<file path="src/design/crd_pkg.sv">
// crd_pkg: shared types, constants and status codes of the checked record decoder.
// Used by crd_judge and checked_record_decoder_core; depends on nothing else.
`timescale 1ns / 1ps

package crd_pkg;

    // Frame geometry
    localparam int FRAME_BYTES        = 16;
    localparam int LEGACY_FRAME_BYTES = 13;
    localparam int COUNT_SAT          = FRAME_BYTES + 1;
    localparam int SNAP_NINE          = 9;
    localparam int SNAP_TWELVE        = 12;
    localparam int MIN_FRAME_BYTES    = 5;

    // Hash and format constants
    localparam logic [31:0] MAGIC_WORD   = 32'h5043_584E;
    localparam logic [31:0] HASH_BASIS   = 32'd2166136261;
    localparam logic [31:0] HASH_PRIME   = 32'd16777619;
    localparam logic [7:0]  LEVEL_MAX    = 8'd100;
    localparam logic [6:0]  LEGACY_TRUST = 7'd20;
    localparam logic [7:0]  LEGACY_VERSION        = 8'd1;
    localparam logic [7:0]  CURRENT_VERSION_RESET = 8'd2;

    // Status codes
    localparam logic [1:0] STATUS_INVALID  = 2'd0;
    localparam logic [1:0] STATUS_LOADED   = 2'd1;
    localparam logic [1:0] STATUS_MIGRATED = 2'd2;

    // Register index of current_version
    localparam logic REG_CURRENT_VERSION = 1'b0;

    typedef logic [4:0] count_t;
    typedef logic [FRAME_BYTES-1:0][7:0] store_t;

    typedef struct packed {
        logic [1:0]  status;
        logic [6:0]  energy;
        logic [6:0]  joy;
        logic [6:0]  trust;
        logic [31:0] interactions;
    } result_t;

endpackage

</file>
<file path="src/design/checked_record_decoder_core.sv">
// Checked record decoder: byte-stream frame parser with FNV-1a 32-bit hash check.
// A byte accepted from the channel is held in the input register; a frame's result is
// captured in the output register as its final byte leaves, once that register has room.
// Throughput: one byte per cycle while no final byte waits; the hash step (XOR, constant multiply) sets it.
// Reset: control, count and snapshots clear, hash to basis, version register to 2;
// the frame store has no reset and no clearing pass.
`timescale 1ns / 1ps

module checked_record_decoder_core
(
    input  logic        clk,
    input  logic        rst_n,

    // Byte input channel
    input  logic        in_valid,
    output logic        in_ready,
    input  logic [7:0]  data_byte,
    input  logic        last_byte,

    // Result channel
    output logic        out_valid,
    input  logic        out_ready,
    output logic [1:0]  status,
    output logic [6:0]  energy,
    output logic [6:0]  joy,
    output logic [6:0]  trust,
    output logic [31:0] interactions,

    // Configuration port
    input  logic        psel,
    input  logic        penable,
    input  logic        pwrite,
    input  logic [2:0]  paddr,
    input  logic [31:0] pwdata,
    output logic [31:0] prdata,
    output logic        pready
);

    logic                s1_valid_reg;
    logic [7:0]          s1_data_reg;
    logic                s1_last_reg;
    logic                s1_fire;
    logic                out_free;

    crd_pkg::store_t     store_reg;
    crd_pkg::store_t     store_next;
    crd_pkg::count_t     count_reg;
    crd_pkg::count_t     count_next;
    logic [31:0]         hash_reg;
    logic [31:0]         hash_next;
    logic [31:0]         nine_reg;
    logic [31:0]         nine_next;
    logic [31:0]         twelve_reg;
    logic [31:0]         twelve_next;
    logic                store_write;

    logic [7:0]          version_reg;
    logic                out_valid_reg;
    crd_pkg::result_t    result_reg;
    crd_pkg::result_t    judge_result;

    // Configuration register access
    assign pready = 1'b1;
    assign prdata = (paddr[2] == crd_pkg::REG_CURRENT_VERSION) ? {24'd0, version_reg} : 32'd0;

    always_ff @(posedge clk or negedge rst_n)
    begin
        if (!rst_n)
            version_reg <= crd_pkg::CURRENT_VERSION_RESET;
        else if (psel && penable && pwrite && pready
                 && (paddr[2] == crd_pkg::REG_CURRENT_VERSION))
            version_reg <= pwdata[7:0];
    end

    // Handshake: a final byte waits for room in the output register
    assign out_free = !out_valid_reg || out_ready;
    assign s1_fire  = s1_valid_reg && (!s1_last_reg || out_free);
    assign in_ready = !s1_valid_reg || s1_fire;

    // Input register
    always_ff @(posedge clk or negedge rst_n)
    begin
        if (!rst_n)
            s1_valid_reg <= 1'b0;
        else if (in_ready)
            s1_valid_reg <= in_valid;
    end

    always_ff @(posedge clk)
    begin
        if (in_valid && in_ready)
        begin
            s1_data_reg <= data_byte;
            s1_last_reg <= last_byte;
        end
    end

    // Store, hash and counter update for the byte in the input register
    assign store_write = count_reg < 5'(crd_pkg::FRAME_BYTES);
    assign hash_next   = store_write ? (hash_reg ^ {24'd0, s1_data_reg}) * crd_pkg::HASH_PRIME
                                     : hash_reg;
    assign count_next  = (count_reg < 5'(crd_pkg::COUNT_SAT)) ? count_reg + 5'd1 : count_reg;
    assign nine_next   = (count_next == 5'(crd_pkg::SNAP_NINE)) ? hash_next : nine_reg;
    assign twelve_next = (count_next == 5'(crd_pkg::SNAP_TWELVE)) ? hash_next : twelve_reg;

    always_comb
    begin
        store_next = store_reg;
        if (store_write)
            store_next[count_reg[3:0]] = s1_data_reg;
    end

    always_ff @(posedge clk)
    begin
        if (s1_fire)
            store_reg <= store_next;
    end

    // Frame state; returns to reset values after the final byte
    always_ff @(posedge clk or negedge rst_n)
    begin
        if (!rst_n)
        begin
            count_reg  <= '0;
            hash_reg   <= crd_pkg::HASH_BASIS;
            nine_reg   <= 32'd0;
            twelve_reg <= 32'd0;
        end
        else if (s1_fire)
        begin
            if (s1_last_reg)
            begin
                count_reg  <= '0;
                hash_reg   <= crd_pkg::HASH_BASIS;
                nine_reg   <= 32'd0;
                twelve_reg <= 32'd0;
            end
            else
            begin
                count_reg  <= count_next;
                hash_reg   <= hash_next;
                nine_reg   <= nine_next;
                twelve_reg <= twelve_next;
            end
        end
    end

    // Snapshots never change on a byte that completes a valid frame,
    // so the registered values feed the check directly
    crd_judge u_judge
    (
        .store           (store_next),
        .count           (count_next),
        .hash_nine       (nine_reg),
        .hash_twelve     (twelve_reg),
        .current_version (version_reg),
        .result          (judge_result)
    );

    // Output register
    always_ff @(posedge clk or negedge rst_n)
    begin
        if (!rst_n)
            out_valid_reg <= 1'b0;
        else if (s1_fire && s1_last_reg)
            out_valid_reg <= 1'b1;
        else if (out_ready)
            out_valid_reg <= 1'b0;
    end

    always_ff @(posedge clk)
    begin
        if (s1_fire && s1_last_reg)
            result_reg <= judge_result;
    end

    assign out_valid    = out_valid_reg;
    assign status       = result_reg.status;
    assign energy       = result_reg.energy;
    assign joy          = result_reg.joy;
    assign trust        = result_reg.trust;
    assign interactions = result_reg.interactions;

`ifndef SYNTH
    // Byte counter stays within its saturation limit
    a_count_range: assert property (@(posedge clk) disable iff (!rst_n)
        count_reg <= 5'(crd_pkg::COUNT_SAT))
        else $error("byte counter beyond saturation");

    // A final byte leaves the frame state at its reset values
    a_frame_clear: assert property (@(posedge clk) disable iff (!rst_n)
        s1_fire && s1_last_reg |=> count_reg == 5'd0 && hash_reg == crd_pkg::HASH_BASIS
                                   && nine_reg == 32'd0 && twelve_reg == 32'd0)
        else $error("frame state not cleared after final byte");

    // Invalid results carry zero fields
    a_invalid_zero: assert property (@(posedge clk) disable iff (!rst_n)
        out_valid_reg && result_reg.status == crd_pkg::STATUS_INVALID
        |-> result_reg.energy == 7'd0 && result_reg.joy == 7'd0
            && result_reg.trust == 7'd0 && result_reg.interactions == 32'd0)
        else $error("invalid result with non-zero fields");

    // A held input register keeps its byte
    a_s1_hold: assert property (@(posedge clk) disable iff (!rst_n)
        s1_valid_reg && !s1_fire |=> s1_valid_reg && $stable(s1_data_reg)
                                     && $stable(s1_last_reg))
        else $error("stalled input register changed");
`endif

endmodule

</file>
<file path="src/design/crd_judge.sv">
// crd_judge: combinational frame check (magic, version, length, hash, levels).
// Depends on crd_pkg for the store and result types and the format constants.
`timescale 1ns / 1ps

module crd_judge
(
    input  crd_pkg::store_t  store,
    input  crd_pkg::count_t  count,
    input  logic [31:0]      hash_nine,
    input  logic [31:0]      hash_twelve,
    input  logic [7:0]       current_version,
    output crd_pkg::result_t result
);

    logic        magic_ok;
    logic        length_ok;
    logic        is_current;
    logic        is_legacy;
    logic        current_hash_ok;
    logic        legacy_hash_ok;
    logic [7:0]  energy_byte;
    logic [7:0]  joy_byte;
    logic [7:0]  trust_byte;
    logic [31:0] count_field;
    logic        levels_ok;
    logic        accepted;

    // Header and length checks; the current format takes precedence
    assign magic_ok  = {store[3], store[2], store[1], store[0]} == crd_pkg::MAGIC_WORD;
    assign length_ok = (count >= 5'(crd_pkg::MIN_FRAME_BYTES))
                    && (count <= 5'(crd_pkg::FRAME_BYTES));
    assign is_current = (store[4] == current_version)
                     && (count == 5'(crd_pkg::FRAME_BYTES));
    assign is_legacy  = !is_current && (store[4] == crd_pkg::LEGACY_VERSION)
                     && (count == 5'(crd_pkg::LEGACY_FRAME_BYTES));

    // Stored hash words, little-endian
    assign current_hash_ok = {store[15], store[14], store[13], store[12]} == hash_twelve;
    assign legacy_hash_ok  = {store[12], store[11], store[10], store[9]} == hash_nine;

    // Field selection per format
    assign energy_byte = store[5];
    assign joy_byte    = store[6];
    assign trust_byte  = is_current ? store[7] : {1'b0, crd_pkg::LEGACY_TRUST};
    assign count_field = is_current ? {store[11], store[10], store[9], store[8]}
                                    : {16'd0, store[8], store[7]};

    assign levels_ok = (energy_byte <= crd_pkg::LEVEL_MAX)
                    && (joy_byte <= crd_pkg::LEVEL_MAX)
                    && (trust_byte <= crd_pkg::LEVEL_MAX);

    assign accepted = magic_ok && length_ok && levels_ok
                   && ((is_current && current_hash_ok) || (is_legacy && legacy_hash_ok));

    // Invalid frames report all fields as zero
    always_comb
    begin
        if (accepted)
        begin
            result.status       = is_current ? crd_pkg::STATUS_LOADED
                                             : crd_pkg::STATUS_MIGRATED;
            result.energy       = energy_byte[6:0];
            result.joy          = joy_byte[6:0];
            result.trust        = trust_byte[6:0];
            result.interactions = count_field;
        end
        else
        begin
            result.status       = crd_pkg::STATUS_INVALID;
            result.energy       = 7'd0;
            result.joy          = 7'd0;
            result.trust        = 7'd0;
            result.interactions = 32'd0;
        end
    end

endmodule

</file>
<file path="config.mk">
export PLATFORM = sky130hd
export DESIGN_NAME = checked_record_decoder_core
export DESIGN_NICKNAME = d
export VERILOG_FILES = /design/src/design/crd_pkg.sv /design/src/design/checked_record_decoder_core.sv /design/src/design/crd_judge.sv
export SDC_FILE = /design/constraint.sdc
export NUM_CORES = 1
export LEC_CHECK = 0
export BUFFER_PORTS_ARGS = -buffer_cell sky130_fd_sc_hd__buf_2
export CAP_MARGIN = 20
export CORE_MARGIN = 2
export CORE_UTILIZATION = 44
export CTS_BUF_LIST = sky130_fd_sc_hd__clkbuf_2
export DETAILED_ROUTE_END_ITERATION = 8
export PLACE_DENSITY = 0.67
export SYNTH_ARGS = -nofsm -noshare
export SYNTH_HDL_FRONTEND = slang
export SYNTH_SLANG_ARGS = --single-unit
</file>
<file path="constraint.sdc">
create_clock -name clk -period 7.5 [get_ports clk]
set_clock_uncertainty 0.05 [all_clocks]
set_input_delay 0.75 -clock clk [delete_from_list [all_inputs] [get_ports clk]]
set_output_delay 0.75 -clock clk [all_outputs]
set_load 0.02 [all_outputs]
</file>
### Yosys cells after proc, flatten, opt, wreduce, memory -nomap -nowiden

Cells that the tools add are included.

| storage, ports and cells | value |
|---|---|
| output and inout port bits | 90 |
| logic and storage cells | 103 |
| flip-flop bits (word level) | 303 |
| input port bits | 51 |

| cells by class | value |
|---|---|
| bitwise operators | 2 |
| reductions and logical operators | 32 |
| equal/unequal tests | 9 |
| order comparisons | 9 |
| multiply operators | 1 |
| mux-type cells | 18 |
| $add $sub $neg | 1 |

Operator list:

| cell | number |
|---|---|
| $mux W32 | 6 |
| $bwmux W128 | 1 |
| $mux W128 | 1 |
| $eq A32 B32 Y1 | 2 |
| $demux W8 S4 | 1 |
| $eq A32 B31 Y1 const B | 1 |
| $mul A32 B25 Y32 const B | 1 |
| $xor A32 B8 Y32 | 1 |
| $le A8 B7 Y1 const B | 3 |
| $mux W8 | 3 |
| $logic_and A1 B1 Y1 | 18 |
| $mux W16 | 1 |
| $eq A5 B4 Y1 const B | 3 |
| $lt A5 B5 Y1 const B | 2 |
| $mux W5 | 2 |
| $eq A8 B1 Y1 const B | 1 |
| $eq A8 B8 Y1 | 1 |
| $reduce_and A2 Y1 | 3 |
| $reduce_bool A2 Y1 | 3 |
| $add A5 B1 Y5 const B | 1 |
| $eq A5 B5 Y1 const B | 1 |
| $ge A5 B3 Y1 const B | 1 |
| $le A5 B5 Y1 const B | 1 |
| $lt A4 B5 Y1 const B | 1 |
| other kinds (6) | 13 |

### Depth between registers and ports, before layout

Gate-level depths: netlist of run 1.

| depth | value |
|---|---|
| word-level depth | 15 |
| depth in mapped cells | 23 |
| depth with buffers taken out | 21 |

### Hierarchy

Synthesis of run 1 repeated with hierarchy kept, for this count alone.

| second synthesis, totals | value |
|---|---|
| cell total of the unflattened synthesis | 1,789 |
| area, all modules | 20,304.5 µm² |

By module, submodules not included:

| module | seq. area each (µm²) | instances | cells an instance | area an instance (µm²) |
|---|---|---|---|---|
| checked_record_decoder_core | 8,562.0 | 1 | 1,456 | 18,046.1 |
| crd_judge | 0.0 | 1 | 333 | 2,258.4 |

### Worst setup path before layout of run 1

OpenSTA, ideal clock, no wires.

| path | value |
|---|---|
| path type | reg-to-reg |
| from | register s1_data_reg[5] |
| to | register hash_reg[23] |
| library setup time | 65 ps |
| buffers on the path | 4 |
| slack | 1,505 ps |
| arrival time | 5,879 ps |
| required time | 7,385 ps |
| cell stages (with the launch flop) | 24 |
| clock period less this slack | 5,995 ps |
| path through | edfxtp_1 > clkbuf_1 > clkbuf_1 > buf_1 > xor2_1 > ha_1 > ha_1 > fa_1 > ha_1 > fa_1 > ha_1 > inv_1 > fa_1 > inv_1 > ha_1 > clkbuf_1 > a21oi_1 > o21ai_0 > a21boi_0 > nand3_1 > a31o_2 > xnor2_1 > a211oi_1 > mux2_2 |

| on the way | value |
|---|---|
| word-level cells in the longest chain between the ends | 4 |

Ends and longest elaborated chain:

| what | line | RTL |
|---|---|---|
| from (decl) | checked_record_decoder_core.sv:40 | `logic [7:0] s1_data_reg;` |
| from (signal assigned) | checked_record_decoder_core.sv:93 | `s1_data_reg <= data_byte;` |
| $xor A32 B8 Y32 | checked_record_decoder_core.sv:100 | `assign hash_next = store_write ? (hash_reg ^ {24'd0, s1_data_reg}) * crd_pkg::HASH_PRIME` |
| $mul A32 B25 Y32 | checked_record_decoder_core.sv:100 |  |
| $mux W32 | checked_record_decoder_core.sv:100 |  |
| $mux W32 | checked_record_decoder_core.sv:131 | `if (s1_last_reg)` |
| to (signal assigned) | checked_record_decoder_core.sv:125 | `hash_reg <= crd_pkg::HASH_BASIS;` |
| to (signal assigned) | checked_record_decoder_core.sv:134 | `hash_reg <= crd_pkg::HASH_BASIS;` |
| to (signal assigned) | checked_record_decoder_core.sv:141 | `hash_reg <= hash_next;` |
| to (decl) | checked_record_decoder_core.sv:49 | `logic [31:0] hash_reg;` |

No other way between the ends.
A chain may end at the register's enable or synchronous reset.

### Final worst setup path of run 1

| path | value |
|---|---|
| from | register s1_data_reg[5] |
| to | register nine_reg[23] |

| on the way | value |
|---|---|
| word-level cells in the longest chain between the ends | 5 |

Ends and longest elaborated chain:

| what | line | RTL |
|---|---|---|
| $xor A32 B8 Y32 | checked_record_decoder_core.sv:100 |  |
| $mul A32 B25 Y32 | checked_record_decoder_core.sv:100 |  |
| $mux W32 | checked_record_decoder_core.sv:100 |  |
| $mux W32 | checked_record_decoder_core.sv:103 | `assign nine_next = (count_next == 5'(crd_pkg::SNAP_NINE)) ? hash_next : nine_reg;` |
| $mux W32 | checked_record_decoder_core.sv:131 |  |
| to (signal assigned) | checked_record_decoder_core.sv:142 | `nine_reg <= nine_next;` |
| to (decl) | checked_record_decoder_core.sv:51 | `logic [31:0] nine_reg;` |

No other way between the ends. The select of a mux whose other input is x is not followed.

==> results of run 1 <==
area by class of cell:
cell class | instances | area [sq um]
Clock buffer | 117 | 586
Tap cell | 600 | 751
Sequential cell | 303 | 8560
Clock inverter | 32 | 243
Multi-Input combinational cell | 1227 | 10500
Antenna cell | 1 | 2.50
Inverter | 233 | 880
Fill cell | 4162 | 23100
Timing Repair Buffer | 142 | 911
Yosys cell counts, types with 8 or more instances:
cell type / number
inv_1: 231
edfxtp_1: 192
ha_1: 189
nand2_1: 119
dfrtp_1: 96
mux2_2: 91
nor2_1: 89
fa_1: 74
o21ai_0: 73
a21oi_1: 67
xor2_1: 61
clkbuf_1: 55
mux2i_1: 53
xnor2_1: 53
nor2b_1: 33
a22o_1: 32
buf_4: 29
nand3_1: 21
nor3_2: 19
nor3_1: 17
nand4_1: 16
dfstp_2: 15
a21o_1: 14
a31oi_1: 13
nor4_1: 12
buf_2: 11
and2_1: 10
o211ai_1: 10
nand2b_1: 9
a211oi_1: 8
buf_1: 8
o22a_1: 8
o22ai_1: 8
cells by family after synthesis:
kind of cell	share of synthesized area, %
AND/OR/NAND/NOR	10.1
buffers and inverters	6.93
flip-flops	42.0
AO/OA/AOI/OAI	9.48
adder cells (fa/ha/maj)	18.9
multiplexers	7.64
XOR/XNOR	4.90
other	0.0369
what timing repair did:
action / in CTS / in global routing
gates resized for setup: 0 / 0
hold buffers: 21 / 0
setup buffers: 0 / 0
hold endpoints to repair: 74 / 0
critical path, stage by stage, from the launching register on:
cell and delay (ns):
edfxtp_1 0.47, buf_4 0.43, xor2_1 0.38, ha_1 0.32, ha_1 0.31, fa_1 0.44
ha_1 0.23, fa_1 0.48, ha_1 0.29, inv_1 0.05, fa_1 0.53, inv_1 0.04
ha_1 0.39, a21oi_1 0.17, o21ai_0 0.18, a21boi_0 0.29, nand3_1 0.18, a31o_2 0.29
xnor2_1 0.13, a211oi_1 0.63, mux2_2 0.28
how the worst min path moves through the flow:
stage | startpoint | to | cells past startpoint
finish | pwrite | version_reg[7] | 3
CTS | pwrite | version_reg[7] | 3
global route | pwrite | version_reg[7] | 3
floorplan | rst_n | count_reg[0] | 0
global placement | nine_reg[12] | nine_reg[12] | 2
detailed placement | nine_reg[26] | nine_reg[26] | 2
per-layer routing:
layer,track usage [%],vias up,part of all wire [%]
met2,37.6,433,49
met4,9.08,2,3.8
met1,28.3,7062,42
li1,-,6733,-
met5,0,-,0.025
met3,3.77,120,5.2
metrics by stage:
step                instance area, sq um  cells  utilization [%]  hold slack, ns
floorplan                          20500   1869                -           0.404
global placement                   21400   2483             46.9           0.432
detailed placement                 21400   2484             47.0           0.444
CTS                                22500   2654             49.3           0.253
global route                       22500   2655             49.3           0.333
finish                             22500   2655             49.3           0.358
cells in the final DEF, fill, tap and decap left out, types with 67 or more instances in the layout:
cell / n
fa_1: 74
buf_2: 88
inv_1: 230
ha_1: 189
mux2_2: 91
nand2_1: 119
clkbuf_2: 117
nor2_1: 87
o21ai_0: 73
edfxtp_1: 192
a21oi_1: 67
dfrtp_1: 95
==> results.cfg, run 1 <==
[run_status]
status = completed

[grt]
grt_overflow = 0
grt_pass1_vias = 14800
track_usage_pct = 22.2
antenna_found_initial = 2
grt_max_degree = 82
grt_pass1_wl_mm = 81.9

[yosys]
synthFlopType = edfxtp_1
async_flop_share_pct = 36.6
avgSynthCellArea_sq_um = 11.0
synth-edff-count = 192
synth_top_area_cell = edfxtp_1
synth_area_sq_um = 20400
ys_types = 83
yosysTopAreaCellShare_pct = 28.3
synthTopCellsByArea = edfxtp_1 (28%), dfrtp_1 (12%), ha_1 (12%)
ys_seq_area_share_pct = 42.0
yosys_register_bits = 303
synthCells = 1846
ys_warn_count = 0

[setup_path]
reg2reg_to = nine_reg[23]
crit_arrival_ns = 7.45
path_max_fanout = 24
critPathLaunch = s1_data_reg[5]
required_ns = 8.38
r2r-start = s1_data_reg[5]
r2r_setup_slack_ns = 0.93
critPathKind = reg2reg
r2r_cells = 20
start_kind = flip-flop
setup.worst_path.end = nine_reg[23]
end_kind = flip-flop

[die]
die_h_microns = 219
initial_utilization_pct = 44.7
core_sq_um = 45600
ios = 141
dieArea_sq_um = 48000
die_width_microns = 219
row_count = 78

[clock_network]
cts.sinks = 303
clock_tree.buffer_depth = 3
clk_pin_slew_ns = 0.09
clkLatencyLatePin_ns = 1.02
cts_max_level = 3
cts_tree = done
cts_made_buffers = 83
clockRootBuffer = clkbuf_2

[detailed_routing]
drc = 0
vias = 14400
firstDrtPassIters = 5
final_antenna_net_count = 0
wl_mm = 51.8
dr.first_iter.drc_count = 1019
wire_per_inst_microns = 19.5
vias_per_cell = 5.40

[run]
max_cap_viol_count = 0

[timing]
rsz0062_at_grt = false
finalCritPeriodShare_pct = 87.6
finalHoldViolations = 0
slew_headroom_pct = 26.2
tightestPinTransition_ns = 1.11
slew_viol_final = 0
setup_ws_ns = 0.931
setup_viol = 0
tns_ns = 0
fin_crit_ns = 6.57
timing.fmax_ghz = 0.152

[placed_design]
place.gp.congestion = 0.915
port_buffers = 89
hpwl_mm = 36.8
dp_slack_ns = 1.04

[cells_and_area]
final_nets = 2304
area_delta_synth_final_pct = 10.3
drive_above_1_share_pct = 19.6
largest_register_ffs = 128

[min_path]
hold_class = in2reg
Power of run 1 is left out: the tool's default activity adds up to more than one toggle a clock period on the data nets, which glitch-free logic cannot reach.
==> run 2, diff against run 1 <==
Clock period 7.5 ns to 6.3 ns, I/O delays scaled along.
==> results.cfg, run 2 (synthesized netlist as in run 1, its figures left out) <==
[detailed_routing]
final_antenna_net_count = 0
firstDrtPassIters = 5
drc = 0
dr.first_iter.drc_count = 1320
vias_per_cell = 5.46
wire_per_inst_microns = 19.8
vias = 14500
wl_mm = 52.7

[cells_and_area]
fillerInstances = 4109
seq_area_sq_um = 8560
largest_register_ffs = 128
drive_above_1_share_pct = 20.1
area_delta_synth_final_pct = 10.6
final_common_cell = inv_1
mostFrequentLayoutCells = inv_1 (230), edfxtp_1 (192), ha_1 (189)
final_area_sq_um = 22500
final_nets = 2310
multi_input_area_sq_um = 10600

[grt]
grt_util_met1_pct = 28.9
grt_pass1_wl_mm = 82.4
grt_max_degree = 93
use_met2_pct = 37.1
grt_overflow = 0
track_usage_pct = 22.4
antenna_found_initial = 1
grt_busiest_layer = met2
grt_pass1_vias = 14800
grtUsageMet3_pct = 3.58

[clock_network]
cts.sinks = 303
cts_max_level = 3
clk_pin_slew_ns = 0.11
cts_tree = done
cts_made_buffers = 80
clockRootBuffer = clkbuf_2
clkLatencyLatePin_ns = 0.97
clock_tree.buffer_depth = 3

[die]
die_h_microns = 219
die_width_microns = 219
ios = 141
row_count = 78
initial_utilization_pct = 44.7
core_sq_um = 45600
dieArea_sq_um = 48000

[min_path]
hold_class = in2async

[placed_design]
dp_slack_ns = 0.239
port_buffers = 89
place.gp.congestion = 0.956
hpwl_mm = 37.9
placed_area_sq_um = 21500

[setup_path]
crit_family = adder cells
crit_arrival_ns = 6.79
path_common_cell = ha_1
critPathKind = reg2reg
r2r_setup_slack_ns = 0.27
path_max_fanout = 5
cp_slowest_cell = xnor2_1
path_cells = xnor2_2 -> inv_1 -> ha_1 -> ha_1 -> fa_1 -> ha_1 -> fa_1 -> ha_1 -> inv_1 -> fa_1 -> inv_1 -> ha_1 -> and2_1 -> a41oi_1 -> buf_4 -> nand2_1 -> a21oi_1 -> xnor2_1 -> a22o_1
setup.worst_path.end = nine_reg[20]
reg2reg_to = nine_reg[20]
max_stage_delay_ns = 0.73
start_kind = flip-flop
r2r-start = s1_data_reg[7]
path_depth = 19
end_kind = flip-flop
critPathLaunch = s1_data_reg[7]
path_buf_inv = 4
r2r_cells = 19
required_ns = 7.05

[timing]
finalHoldViolations = 0
setup_ws_ns = 0.266
slew_viol_final = 0
slew_headroom_pct = 23.0
finalCritPeriodShare_pct = 95.8
tightestPinTransition_ns = 1.15
rsz0062_at_grt = false
timing.fmax_ghz = 0.166
tns_ns = 0
fin_crit_ns = 6.03
setup_viol = 0

[run_status]
status = completed

[run]
max_cap_viol_count = 0
[run 2: changes by cell type in the layout (fill, tap and decap cells not counted), sizes merged]
cell      previous run  this run
clkbuf             117       119
clkinv              26        20
buf                121       130
bufinv               4         3
inv                235       236
clkinvlp             0         1
[run 2: through the flow]
step | util [%] | hold WS [ns] | std cells
after floorplan | - | 0.284 | 1869
after global placement | 47.1 | 0.436 | 2491
after detailed placement | 47.1 | 0.441 | 2492
after CTS | 49.3 | 0.163 | 2659
after global routing | 49.4 | 0.203 | 2661
final | 49.4 | 0.260 | 2661
[run 2: routing by layer]
layer  up-vias  part of all wire, %
met5         -                    0
met4         0                  3.8
met3       117                  5.8
met2       514                   48
met1      7142                   42
li1       6746                    -
[run 2: worst min path at each step]
stage / from / to / slack (ns) / cells past startpoint
5_1_grt: pwrite / version_reg[7] / 0.20 / 3
2_1_floorplan: rst_n / count_reg[0] / 0.28 / 0
4_1_cts: pwrite / version_reg[7] / 0.16 / 3
3_5_place_dp: nine_reg[0] / nine_reg[0] / 0.44 / 2
6_report: rst_n / version_reg[7] / 0.26 / 2
3_3_place_gp: nine_reg[12] / nine_reg[12] / 0.44 / 2
[run 2: repair_timing]
action / in CTS / in global routing
endpoints found under the hold margin: 74 / 0
gates resized for setup: 0 / 6
hold buffers: 21 / 0
buffers inserted: 0 / 0
setup endpoints to repair: 0 / 23
[run 2: layout make-up]
| cell class | instances | share of cell area [%] |
|---|---|---|
| Multi-Input combinational cell | 1227 | 46.9 |
| Sequential cell | 303 | 38.0 |
| Timing Repair Buffer | 151 | 4.34 |
| Inverter | 233 | 3.90 |
| Tap cell | 600 | 3.33 |
| Clock buffer | 119 | 2.64 |
| Clock inverter | 27 | 0.872 |
| Antenna cell | 1 | 0.0111 |
Power of run 2 is left out for the same reason.
